--- config.mk ---
export PLATFORM = sky130hd
export DESIGN_NAME = source_text_lexer
export DESIGN_NICKNAME = d
export VERILOG_FILES = /design/src/sv/stl_pkg.sv /design/src/sv/stl_res_fifo.sv /design/src/sv/source_text_lexer.sv
export VERILOG_INCLUDE_DIRS = /design/src /design/src/sv
export SDC_FILE = /design/constraint.sdc
export NUM_CORES = 2
export LEC_CHECK = 0
export ABC_AREA = 1
export BUFFER_PORTS_ARGS = -buffer_cell sky130_fd_sc_hd__buf_2
export CAP_MARGIN = 0
export CORE_UTILIZATION = 25
export DETAILED_ROUTE_END_ITERATION = 16
export GPL_TIMING_DRIVEN = 0
export SLEW_MARGIN = 20
export SYNTH_ARGS = -nofsm -noshare
export SYNTH_HDL_FRONTEND = slang
export SYNTH_SLANG_ARGS = --single-unit
--- constraint.sdc ---
create_clock -name i_clk -period 7.6 [get_ports i_clk]
set_clock_uncertainty 0.2 [all_clocks]
set_input_delay 2.28 -clock i_clk [delete_from_list [all_inputs] [get_ports i_clk]]
set_output_delay 2.28 -clock i_clk [all_outputs]
set_load 0.03 [all_outputs]
--- src/sv/source_text_lexer_defines.svh ---
// Assertion macros for the lexer RTL; included by stl_res_fifo.
// No dependencies; include by bare file name.
`ifndef SOURCE_TEXT_LEXER_DEFINES_SVH
`define SOURCE_TEXT_LEXER_DEFINES_SVH

// same-cycle implication
`define STL_ASSERT_IMP(lbl, clk, rst_n, ante, cons) \
    lbl: assert property (@(posedge clk) disable iff (!rst_n) (ante) |-> (cons)) \
        else $error("lexer check failed");

// next-cycle implication
`define STL_ASSERT_NXT(lbl, clk, rst_n, ante, cons) \
    lbl: assert property (@(posedge clk) disable iff (!rst_n) (ante) |=> (cons)) \
        else $error("lexer check failed");

`endif

--- src/sv/stl_pkg.sv ---
// Shared types, token codes and saturating helpers for the source text lexer.
// No dependencies.
`default_nettype none
package stl_pkg;

    localparam int LINE_BITS   = 16;
    localparam int COLUMN_BITS = 16;
    localparam int OFFSET_BITS = 24;
    localparam int VALUE_BITS  = 63;

    localparam logic [5:0] K_IDENT  = 6'd0;
    localparam logic [5:0] K_STRING = 6'd1;
    localparam logic [5:0] K_INT    = 6'd2;
    localparam logic [5:0] K_FN     = 6'd3;
    localparam logic [5:0] K_LET    = 6'd4;
    localparam logic [5:0] K_IF     = 6'd5;
    localparam logic [5:0] K_SLASH  = 6'd6;
    localparam logic [5:0] K_END    = 6'd36;

    localparam logic [1:0] E_NONE    = 2'd0;
    localparam logic [1:0] E_UNKNOWN = 2'd1;
    localparam logic [1:0] E_UNTERM  = 2'd2;

    typedef struct packed {
        logic [5:0]             kind;
        logic [LINE_BITS-1:0]   sl;
        logic [COLUMN_BITS-1:0] sc;
        logic [LINE_BITS-1:0]   el;
        logic [COLUMN_BITS-1:0] ec;
        logic [OFFSET_BITS-1:0] off;
        logic [OFFSET_BITS-1:0] len;
        logic [VALUE_BITS-1:0]  val;
        logic [1:0]             err;
        logic [7:0]             bad;
        logic                   last;
    } t_result;

    function automatic logic [LINE_BITS-1:0] sat_line(input logic [LINE_BITS-1:0] v);
        return (&v) ? v : v + 1'b1;
    endfunction

    function automatic logic [COLUMN_BITS-1:0] sat_col(input logic [COLUMN_BITS-1:0] v);
        return (&v) ? v : v + 1'b1;
    endfunction

    function automatic logic [OFFSET_BITS-1:0] sat_off(input logic [OFFSET_BITS-1:0] v);
        return (&v) ? v : v + 1'b1;
    endfunction

endpackage
`default_nettype wire

--- src/sv/stl_res_fifo.sv ---
// Four-entry result queue; takes up to two results per cycle, gives one per cycle on pop.
// Depends on stl_pkg and source_text_lexer_defines.svh.
`default_nettype none
`include "source_text_lexer_defines.svh"
module stl_res_fifo
    import stl_pkg::*;
(
    input  wire logic    i_clk,
    input  wire logic    i_rst_n,
    input  wire logic [1:0] i_push_cnt,
    input  wire t_result i_wd0,
    input  wire t_result i_wd1,
    input  wire logic    i_pop,
    output logic         o_valid,
    output t_result      o_head,
    output logic         o_room2
);
    t_result    r_mem [4];
    logic [1:0] r_wp, r_rp;
    logic [2:0] r_cnt;
    logic [1:0] n_wp, n_rp;
    logic [2:0] n_cnt;
    logic       pop_ok;

    assign o_valid = (r_cnt != 3'd0);
    assign o_head  = r_mem[r_rp];
    assign o_room2 = (r_cnt <= 3'd2);
    assign pop_ok  = i_pop && o_valid;

    always_comb begin
        n_wp  = r_wp + i_push_cnt;
        n_rp  = r_rp + {1'b0, pop_ok};
        n_cnt = r_cnt + {1'b0, i_push_cnt} - {2'b0, pop_ok};
    end

    always_ff @(posedge i_clk) begin
        if (!i_rst_n) begin
            r_wp  <= '0;
            r_rp  <= '0;
            r_cnt <= '0;
        end else begin
            r_wp  <= n_wp;
            r_rp  <= n_rp;
            r_cnt <= n_cnt;
        end
    end

    always_ff @(posedge i_clk) begin
        if (i_push_cnt != 2'd0) r_mem[r_wp] <= i_wd0;
        if (i_push_cnt == 2'd2) r_mem[r_wp + 2'd1] <= i_wd1;
    end

    `STL_ASSERT_IMP(a_cnt_max, i_clk, i_rst_n, 1'b1, r_cnt <= 3'd4)
    `STL_ASSERT_IMP(a_no_over, i_clk, i_rst_n, i_push_cnt != 2'd0, r_cnt <= 3'd2)
    `STL_ASSERT_IMP(a_push_cnt, i_clk, i_rst_n, 1'b1, i_push_cnt != 2'd3)
    `STL_ASSERT_NXT(a_hold, i_clk, i_rst_n, o_valid && !i_pop, o_valid)
endmodule
`default_nettype wire

--- src/sv/source_text_lexer.sv ---
// Source text lexer top level: per-byte scan logic feeding the result queue.
// Depends on stl_pkg and stl_res_fifo.
//
// channel | dir | fields
// s_axis  | in  | tdata[7:0] char_byte
// m_axis  | out | tdata: positions, offset, length, value, bad char; tuser: kind, error
//
// One byte per cycle while ready is high; each byte is scanned in the cycle it is taken.
// A byte yields up to two words; a four-entry queue drains one per cycle while output
// ready is high, so sustained rate is one byte per cycle if no byte gives two words.
// Input ready drops while the queue holds more than two words.
// Reset is synchronous, active low; no clearing pass.
`default_nettype none
module source_text_lexer
    import stl_pkg::*;
(
    input  wire logic         i_clk,
    input  wire logic         i_rst_n,
    input  wire logic         i_s_tvalid,
    output logic              o_s_tready,
    input  wire logic [7:0]   i_s_tdata,   // [7:0] char_byte
    output logic              o_m_tvalid,
    input  wire logic         i_m_tready,
    // [15:0] first_line, [31:16] start_column, [47:32] end_line, [63:48] end_column,
    // [87:64] text_offset, [111:88] text_length, [174:112] int_value,
    // [182:175] bad_char, [183] zero
    output logic [183:0]      o_m_tdata,
    output logic [7:0]        o_m_tuser,   // [5:0] token_kind, [7:6] error_code
    output logic              o_m_tlast
);
    localparam logic [3:0] M_IDLE = 4'd0;
    localparam logic [3:0] M_IDENT = 4'd1;
    localparam logic [3:0] M_ZERO = 4'd2;
    localparam logic [3:0] M_NUM = 4'd3;
    localparam logic [3:0] M_STR = 4'd4;
    localparam logic [3:0] M_OP = 4'd5;
    localparam logic [3:0] M_LCOM = 4'd6;
    localparam logic [3:0] M_BCOM = 4'd7;
    localparam logic [3:0] M_ERR = 4'd8;

    localparam logic [VALUE_BITS-1:0] MAX_VAL = '1;
    localparam logic [LINE_BITS-1:0]   LINE_ONE = LINE_BITS'(1);
    localparam logic [COLUMN_BITS-1:0] COL_ONE  = COLUMN_BITS'(1);

    logic [3:0]             r_mode, n_mode;
    logic [OFFSET_BITS-1:0] r_pos, n_pos, r_tso, n_tso, r_len, n_len;
    logic [LINE_BITS-1:0]   r_line, n_line, r_tsl, n_tsl;
    logic [COLUMN_BITS-1:0] r_col, n_col, r_tsc, n_tsc;
    logic [VALUE_BITS-1:0]  r_val, n_val;
    logic [2:0]             r_base, n_base, r_kw, n_kw;
    logic                   r_froz, n_froz, r_star, n_star;
    logic [7:0]             r_pend, n_pend;

    logic       acc, room2, fresh, str_err, end_rst, e0v, e1v;
    logic       is_dig, is_alp, is_sp;
    logic [7:0] c;
    logic [5:0] wcode, pcode, pend_code;
    logic       wide_ok, plain_ok;
    logic [3:0] dig;
    logic [VALUE_BITS+5:0] prod, dsum;
    logic [VALUE_BITS-1:0] dig_val;
    logic       dig_bad;
    t_result    e0, e1, wd0, wd1, head;
    logic [1:0] push_cnt;

    function automatic t_result mk(input logic [5:0] kind,
                                   input logic [LINE_BITS-1:0] sl,
                                   input logic [COLUMN_BITS-1:0] sc,
                                   input logic [LINE_BITS-1:0] el,
                                   input logic [COLUMN_BITS-1:0] ec,
                                   input logic [OFFSET_BITS-1:0] off,
                                   input logic [OFFSET_BITS-1:0] len,
                                   input logic [VALUE_BITS-1:0] val,
                                   input logic [1:0] err,
                                   input logic [7:0] bad);
        t_result r;
        r.kind = kind; r.sl = sl; r.sc = sc; r.el = el; r.ec = ec;
        r.off = off; r.len = len; r.val = val; r.err = err; r.bad = bad;
        r.last = 1'b0;
        return r;
    endfunction

    function automatic logic [2:0] kw_next(input logic [2:0] k, input logic [7:0] ch);
        case (k)
            3'd1: kw_next = (ch == "n") ? 3'd2 : 3'd0;
            3'd3: kw_next = (ch == "e") ? 3'd4 : 3'd0;
            3'd4: kw_next = (ch == "t") ? 3'd5 : 3'd0;
            3'd6: kw_next = (ch == "f") ? 3'd7 : 3'd0;
            default: kw_next = 3'd0;
        endcase
    endfunction

    function automatic logic [5:0] wide_of(input logic [7:0] ch);
        case (ch)
            "/": wide_of = 6'd6;
            "+": wide_of = 6'd8;
            "-": wide_of = 6'd10;
            "*": wide_of = 6'd12;
            "%": wide_of = 6'd14;
            "=": wide_of = 6'd16;
            ">": wide_of = 6'd18;
            "<": wide_of = 6'd20;
            "&": wide_of = 6'd22;
            "|": wide_of = 6'd24;
            default: wide_of = 6'd63;
        endcase
    endfunction

    function automatic logic [5:0] plain_of(input logic [7:0] ch);
        case (ch)
            ".": plain_of = 6'd26;
            ",": plain_of = 6'd27;
            ":": plain_of = 6'd28;
            ";": plain_of = 6'd29;
            "(": plain_of = 6'd30;
            ")": plain_of = 6'd31;
            "{": plain_of = 6'd32;
            "}": plain_of = 6'd33;
            "[": plain_of = 6'd34;
            "]": plain_of = 6'd35;
            default: plain_of = 6'd63;
        endcase
    endfunction

    assign acc = i_s_tvalid && o_s_tready;
    assign o_s_tready = room2;
    assign c = i_s_tdata;

    always_comb begin
        is_dig   = (c inside {["0":"9"]});
        is_alp   = (c inside {["a":"z"], ["A":"Z"]});
        is_sp    = (c == " ") || (c inside {[8'd9:8'd13]});
        wcode    = wide_of(c);
        pcode    = plain_of(c);
        wide_ok  = (wcode != 6'd63);
        plain_ok = (pcode != 6'd63);
        pend_code = wide_of(r_pend);
        if (pend_code == 6'd63) pend_code = K_SLASH;
        dig = c[3:0];
        case (r_base)
            3'd1: prod = {6'b0, r_val} << 1;
            3'd2: prod = {6'b0, r_val} << 3;
            3'd3: prod = {6'b0, r_val} << 4;
            3'd4: prod = {6'b0, r_val} << 5;
            default: prod = ({6'b0, r_val} << 3) + ({6'b0, r_val} << 1);
        endcase
        dsum = prod + {{(VALUE_BITS+2){1'b0}}, dig};
        dig_val = (dsum > {6'b0, MAX_VAL}) ? MAX_VAL : dsum[VALUE_BITS-1:0];
        case (r_base)
            3'd1: dig_bad = (dig >= 4'd2);
            3'd2: dig_bad = (dig >= 4'd8);
            default: dig_bad = 1'b0;
        endcase
    end

    always_comb begin
        n_mode = r_mode; n_pos = r_pos; n_line = r_line; n_col = r_col;
        n_tsl = r_tsl; n_tsc = r_tsc; n_tso = r_tso; n_len = r_len;
        n_val = r_val; n_base = r_base; n_froz = r_froz; n_kw = r_kw;
        n_pend = r_pend; n_star = r_star;
        e0v = 1'b0; e1v = 1'b0; e0 = '0; e1 = '0;
        fresh = 1'b0; str_err = 1'b0; end_rst = 1'b0;

        case (r_mode)
            M_IDENT: begin
                if (is_alp || is_dig) begin
                    n_len = sat_off(r_len);
                    n_kw  = kw_next(r_kw, c);
                end else begin
                    e0v = 1'b1;
                    e0 = mk((r_kw == 3'd2) ? K_FN : (r_kw == 3'd5) ? K_LET :
                            (r_kw == 3'd7) ? K_IF : K_IDENT,
                            r_tsl, r_tsc, r_line, r_col, r_tso, r_len, '0, E_NONE, 8'd0);
                    fresh = 1'b1;
                end
            end
            M_ZERO, M_NUM: begin
                if (r_mode == M_ZERO && (c == "b" || c == "d" || c == "o" ||
                                         c == "x" || c == "z")) begin
                    n_base = (c == "b") ? 3'd1 : (c == "o") ? 3'd2 :
                             (c == "x") ? 3'd3 : (c == "z") ? 3'd4 : 3'd0;
                    n_mode = M_NUM;
                end else if (is_dig) begin
                    if (!r_froz) begin
                        if (dig_bad) n_froz = 1'b1;
                        else n_val = dig_val;
                    end
                    n_mode = M_NUM;
                end else begin
                    e0v = 1'b1;
                    e0 = mk(K_INT, r_tsl, r_tsc, r_line, r_col, '0, '0, r_val,
                            E_NONE, 8'd0);
                    fresh = 1'b1;
                end
            end
            M_STR: begin
                if (c == 8'd0) begin
                    e0v = 1'b1;
                    e0 = mk(K_END, r_tsl, r_tsc, r_line, r_col, '0, '0, '0,
                            E_UNTERM, 8'd0);
                    n_mode = M_ERR;
                    str_err = 1'b1;
                end else if (c == "\"") begin
                    e0v = 1'b1;
                    e0 = mk(K_STRING, r_tsl, r_tsc, r_line, sat_col(r_col), r_tso, r_len,
                            '0, E_NONE, 8'd0);
                    n_mode = M_IDLE;
                end else begin
                    n_len = sat_off(r_len);
                end
            end
            M_OP: begin
                if (c == ((r_pend == "&") ? 8'h26 : (r_pend == "|") ? 8'h7c : 8'h3d)) begin
                    e0v = 1'b1;
                    e0 = mk(pend_code + 6'd1, r_tsl, r_tsc, r_tsl, sat_col(r_tsc),
                            '0, '0, '0, E_NONE, 8'd0);
                    n_mode = M_IDLE;
                end else if (r_pend == "/" && c == "/") begin
                    n_mode = M_LCOM;
                end else if (r_pend == "/" && c == "*") begin
                    n_mode = M_BCOM;
                    n_star = 1'b0;
                end else begin
                    e0v = 1'b1;
                    e0 = mk(pend_code, r_tsl, r_tsc, r_tsl, r_tsc, '0, '0, '0,
                            E_NONE, 8'd0);
                    fresh = 1'b1;
                end
            end
            M_LCOM: begin
                if (c == 8'h0a) n_mode = M_IDLE;
                else if (c == 8'd0) fresh = 1'b1;
            end
            M_BCOM: begin
                if (c == 8'd0) fresh = 1'b1;
                else if (r_star && c == "/") n_mode = M_IDLE;
                else n_star = (c == "*");
            end
            M_ERR: begin
            end
            default: fresh = 1'b1;
        endcase

        if (fresh) begin
            n_mode = M_IDLE;
            if (c == 8'd0) begin
                e1v = 1'b1;
                e1 = mk(K_END, r_line, r_col, r_line, r_col, '0, '0, '0, E_NONE, 8'd0);
                end_rst = 1'b1;
            end else if (is_sp) begin
            end else if (is_alp) begin
                n_tsl = r_line; n_tsc = r_col; n_tso = r_pos;
                n_len = {{(OFFSET_BITS-1){1'b0}}, 1'b1};
                n_kw = (c == "f") ? 3'd1 : (c == "l") ? 3'd3 : (c == "i") ? 3'd6 : 3'd0;
                n_mode = M_IDENT;
            end else if (is_dig) begin
                n_tsl = r_line; n_tsc = r_col; n_tso = r_pos;
                n_val = {{(VALUE_BITS-4){1'b0}}, dig};
                n_base = 3'd0; n_froz = 1'b0;
                n_mode = (c == "0") ? M_ZERO : M_NUM;
            end else if (c == "\"") begin
                n_tsl = r_line; n_tsc = r_col; n_tso = sat_off(r_pos);
                n_len = '0;
                n_mode = M_STR;
            end else if (wide_ok) begin
                n_tsl = r_line; n_tsc = r_col; n_tso = r_pos;
                n_pend = c;
                n_mode = M_OP;
            end else if (plain_ok) begin
                e1v = 1'b1;
                e1 = mk(pcode, r_line, r_col, r_line, r_col, '0, '0, '0, E_NONE, 8'd0);
            end else begin
                e1v = 1'b1;
                e1 = mk(K_END, r_line, r_col, r_line, r_col, '0, '0, '0, E_UNKNOWN, c);
                n_mode = M_ERR;
            end
        end

        if (end_rst) begin
            n_mode = M_IDLE; n_pos = '0; n_line = LINE_ONE; n_col = COL_ONE;
            n_tsl = LINE_ONE; n_tsc = COL_ONE; n_tso = '0; n_len = '0; n_val = '0;
            n_base = 3'd0; n_froz = 1'b0; n_kw = 3'd0; n_pend = 8'd0; n_star = 1'b0;
        end else if (!str_err && r_mode != M_ERR) begin
            if (c == 8'h0a) begin
                n_line = sat_line(r_line);
                n_col  = COL_ONE;
            end else begin
                n_col = sat_col(r_col);
            end
            n_pos = sat_off(r_pos);
        end

        if (e1v) e1.last = 1'b1;
        else e0.last = 1'b1;
    end

    always_comb begin
        wd0 = e0v ? e0 : e1;
        wd1 = e1;
        push_cnt = acc ? ({1'b0, e0v} + {1'b0, e1v}) : 2'd0;
    end

    always_ff @(posedge i_clk) begin
        if (!i_rst_n) begin
            r_mode <= M_IDLE; r_pos <= '0; r_line <= LINE_ONE; r_col <= COL_ONE;
            r_tsl <= LINE_ONE; r_tsc <= COL_ONE; r_tso <= '0; r_len <= '0; r_val <= '0;
            r_base <= 3'd0; r_froz <= 1'b0; r_kw <= 3'd0; r_pend <= 8'd0; r_star <= 1'b0;
        end else if (acc) begin
            r_mode <= n_mode; r_pos <= n_pos; r_line <= n_line; r_col <= n_col;
            r_tsl <= n_tsl; r_tsc <= n_tsc; r_tso <= n_tso; r_len <= n_len;
            r_val <= n_val; r_base <= n_base; r_froz <= n_froz; r_kw <= n_kw;
            r_pend <= n_pend; r_star <= n_star;
        end
    end

    stl_res_fifo u_fifo (
        .i_clk      (i_clk),
        .i_rst_n    (i_rst_n),
        .i_push_cnt (push_cnt),
        .i_wd0      (wd0),
        .i_wd1      (wd1),
        .i_pop      (i_m_tready),
        .o_valid    (o_m_tvalid),
        .o_head     (head),
        .o_room2    (room2)
    );

    assign o_m_tdata = {1'b0, head.bad, head.val, head.len, head.off,
                        head.ec, head.el, head.sc, head.sl};
    assign o_m_tuser = {head.err, head.kind};
    assign o_m_tlast = head.last;
endmodule
`default_nettype wire
==> metrics.txt <==
status=finished, violations left; violated checks=negative setup slack; Detailed Route WL=243600 um; worst hold start=r_tso[4]$_SDFFE_PN0P_; FF+latch count, synth=994; gr ovfl total=0; dpl hpwl=185500 um; post-route ant nets=0; Worst Path Class, Setup=reg2out; Final Hold Fails=0; Fillers=24.54k; Critical Path AT=5.12 ns; num ports=207; slowest stage delay, CP=0.89 ns; CTS tree=done; RR Endpoint=u_fifo.r_mem[3][191]$_DFFE_PP_; final setup fails=1; Top cell by count, worst path=clkbuf_1; H-tree levels=3; EDFF count, synth=320; Chip Height=475 um; IO Port Bufs=205; WHS Path Cells=2; largest net degree at the start of global routing=63; RD Place Congestion=0.9726; DRC=0; Syn Nets=7940; CP Capture Type=output pin; number of vias per cell=5.270; first-pass GRT wire length=354600 um; Pwr Density=329.7 mW/mm^2; core area=0.2223 mm^2; total clock buffers created by CTS=107; hold_ws=0.2670 ns; FF-to-FF setup slack=1.44 ns; final net count=8270; synthesized cell area=0.05593 mm^2; Die Wd=475 um; Slew @ Worst Pin=1.233 ns; slowest cell on the critical path=clkbuf_1; fin crit period=7.602 ns; Max-Cap Viols=0; leak pwr=23.63 nW; slew margin rel.=17.83%; routed len/inst=21.65 um; Tot Pwr=21.49 mW; Avg Cell Area, Syn=7.125 um^2; std cell rows=173; synthesis warning total=0; area occupied by multi-input gates=0.02792 mm^2; Gate Count Post-Synth=7850; gr usage total=20.72%; P&R area growth vs syn=16.52%; sequential cell area=0.02310 mm^2; max frequency=0.1315 GHz; Worst Path Required=5.12 ns; CP Max Fanout=10; crit path cell chain=clkbuf_1, clkbuf_2, clkbuf_1, nor2_1, o22ai_1, buf_2; via count=59.29k; sequential fraction of the synthesis area=41.30%; initial antenna violation count=30; layout cells sized above 1=7.921%; number of global-route vias before repair=54.13k; post-synthesis cell type count=66; root buffer cell=clkbuf_16; Sink Count=994; period utilisation layout=100.0%; Reg-to-Reg Start=r_mode[2]$_SDFFE_PN0P_; peak supply drop=233.8 uV; Iter 0 DRT Violations=7468; Hold EP=r_tso[4]$_SDFFE_PN0P_; clock-pin transition on the worst setup and hold timing paths=0.06 ns; Post-synth top flop=dfxtp_1; Initial Util=25.16%; fin util=29.32%; Final WS setup=-0.001976 ns; async set or reset register ratio after synthesis=0%; later-pin clock latency in the skew report=0.81 ns; Clock Path Buffers=3; DRT Pass-1 Iters=6; most frequent cells in the layout=1341 x nand2_1, 1087 x o21ai_0, 798 x nor2_1; FF-to-FF path depth=22; die area=0.2256 mm^2; Worst Hold Class=reg2reg; commonest non-fill, non-tap cell in the layout=nand2_1; final-report max-slew violation count=0; Worst setup SP type=flip-flop
synthesized netlist by cell type (7+ instances only):
library cell / instances / area share [%]
nand2_1: 1348 / 9.0
o21ai_0: 1087 / 9.7
nor2_1: 803 / 5.4
inv_1: 736 / 4.9
nand3_1: 724 / 6.5
dfxtp_1: 674 / 24
o22ai_1: 488 / 5.5
clkbuf_1: 433 / 2.9
a21oi_1: 415 / 3.7
edfxtp_1: 320 / 17
nor3_1: 80 / 0.72
ha_1: 75 / 1.7
nand4_1: 63 / 0.70
xor2_1: 56 / 0.88
buf_2: 49 / 0.44
o211ai_1: 46 / 0.62
a211oi_1: 39 / 0.52
o2111ai_1: 36 / 0.56
buf_1: 35 / 0.23
xnor2_1: 32 / 0.50
o21ai_2: 30 / 0.47
nor4_1: 29 / 0.32
inv_2: 27 / 0.18
a221oi_1: 23 / 0.36
o221ai_1: 20 / 0.31
nor2_2: 18 / 0.20
a22oi_1: 15 / 0.20
a31oi_1: 13 / 0.15
o21ai_1: 13 / 0.12
clkinv_1: 12 / 0.081
nand3_2: 10 / 0.18
nand3b_1: 10 / 0.13
nand2_2: 9 / 0.10
buf_4: 8 / 0.11
buf_6: 8 / 0.16
nor2_4: 8 / 0.16
and2_1: 7 / 0.078
routing by layer:
layer,track usage [%],part of all wire [%],wire (um)
met1,27.99,42,103100
met2,32.27,44,107100
met3,3.535,9.2,22370
met4,8.883,4.5,11030
met5,0,0.019,46
flip-flops by register name, summed over array words and instances, names as in the netlist, 3 cells and up:
name,flops
r_tsc,16
r_tso,24
r_mode,4
r_val,63
u_fifo.r_mem,768
r_kw,3
r_len,24
r_pend,8
r_col,16
r_base,3
u_fifo.r_cnt,3
r_pos,24
r_line,16
r_tsl,16
worst max-delay path by stage:
stage / startpoint / endpoint / slack [ns] / depth (start not counted)
after detailed placement: i_s_tdata[3] / u_fifo.r_mem[1][125]$_DFFE_PP_ / -3.19 / 28
final: u_fifo.r_rp[0]$_SDFF_PN0_ / o_m_tuser[7] / -0.002 / 6
after floorplan: i_s_tdata[3] / u_fifo.r_mem[1][5]$_DFFE_PP_ / 0.07 / 29
after global placement: i_s_tdata[3] / u_fifo.r_mem[2][2]$_DFFE_PP_ / -5.03 / 29
after global routing: i_s_tdata[2] / u_fifo.r_mem[3][96]$_SDFFE_PP0P_ / -0.01 / 27
after CTS: i_s_tdata[2] / u_fifo.r_mem[3][0]$_DFFE_PP_ / -0.01 / 26
cell type report:
class,count,area share (%)
Inverter,777,4.490
Timing Repair Buffer,224,2.069
Clock buffer,147,4.600
Clock inverter,51,1.275
Buffer,530,3.542
Antenna cell,6,0.02304
Multi-Input combinational cell,5546,42.84
Sequential cell,994,35.45
Tap cell,2975,5.711
power by group:
| group | total (mW) | internal [mW] | switching, mW |
|---|---|---|---|
| Clock | 5.77 | 3.30 | 2.47 |
| Combinational | 9.20 | 2.08 | 7.13 |
| Sequential | 6.52 | 6.15 | 0.364 |
through the flow:
stage | area [um^2] | TNS, ns | instances | worst slack, ns
after global routing | 65170 | -0.03515 | 11250 | -0.01341
final | 65180 | -0.001976 | 11250 | -0.001976
after global placement | 60690 | -3819.04 | 11030 | -5.027
after floorplan | 55940 | 0 | 7850 | 0.06915
after CTS | 65030 | -0.01450 | 11240 | -0.01450
after detailed placement | 61020 | -2362.37 | 11040 | -3.189
what timing repair did:
action                     4_1_cts  5_1_grt
setup buffers                    2        8
setup endpoints to repair     1088      869
hold buffers                     0        0
gates resized for setup         60       43
pin swaps                        2        4
cloned                           0        1
kinds of logic (layout without fill, tap and decap cells):
family	after synthesis	in the layout	synth area share [%]
simple gates	3126	3127	23.81
other cells	1	7	0.006705
flops	994	994	41.30
compound gates	2252	2252	22.64
buf+inv	1311	1729	9.078
xor+xnor	88	88	1.378
fa+ha+maj	78	78	1.785
critical path: cells and delay by family, from the launching register on:
kind            cells  cell delay, ns
flops               1            0.83
simple gates        1            0.08
compound gates      1            0.83
buf+inv             4            2.63
Power figures use the tool's default switching activity.
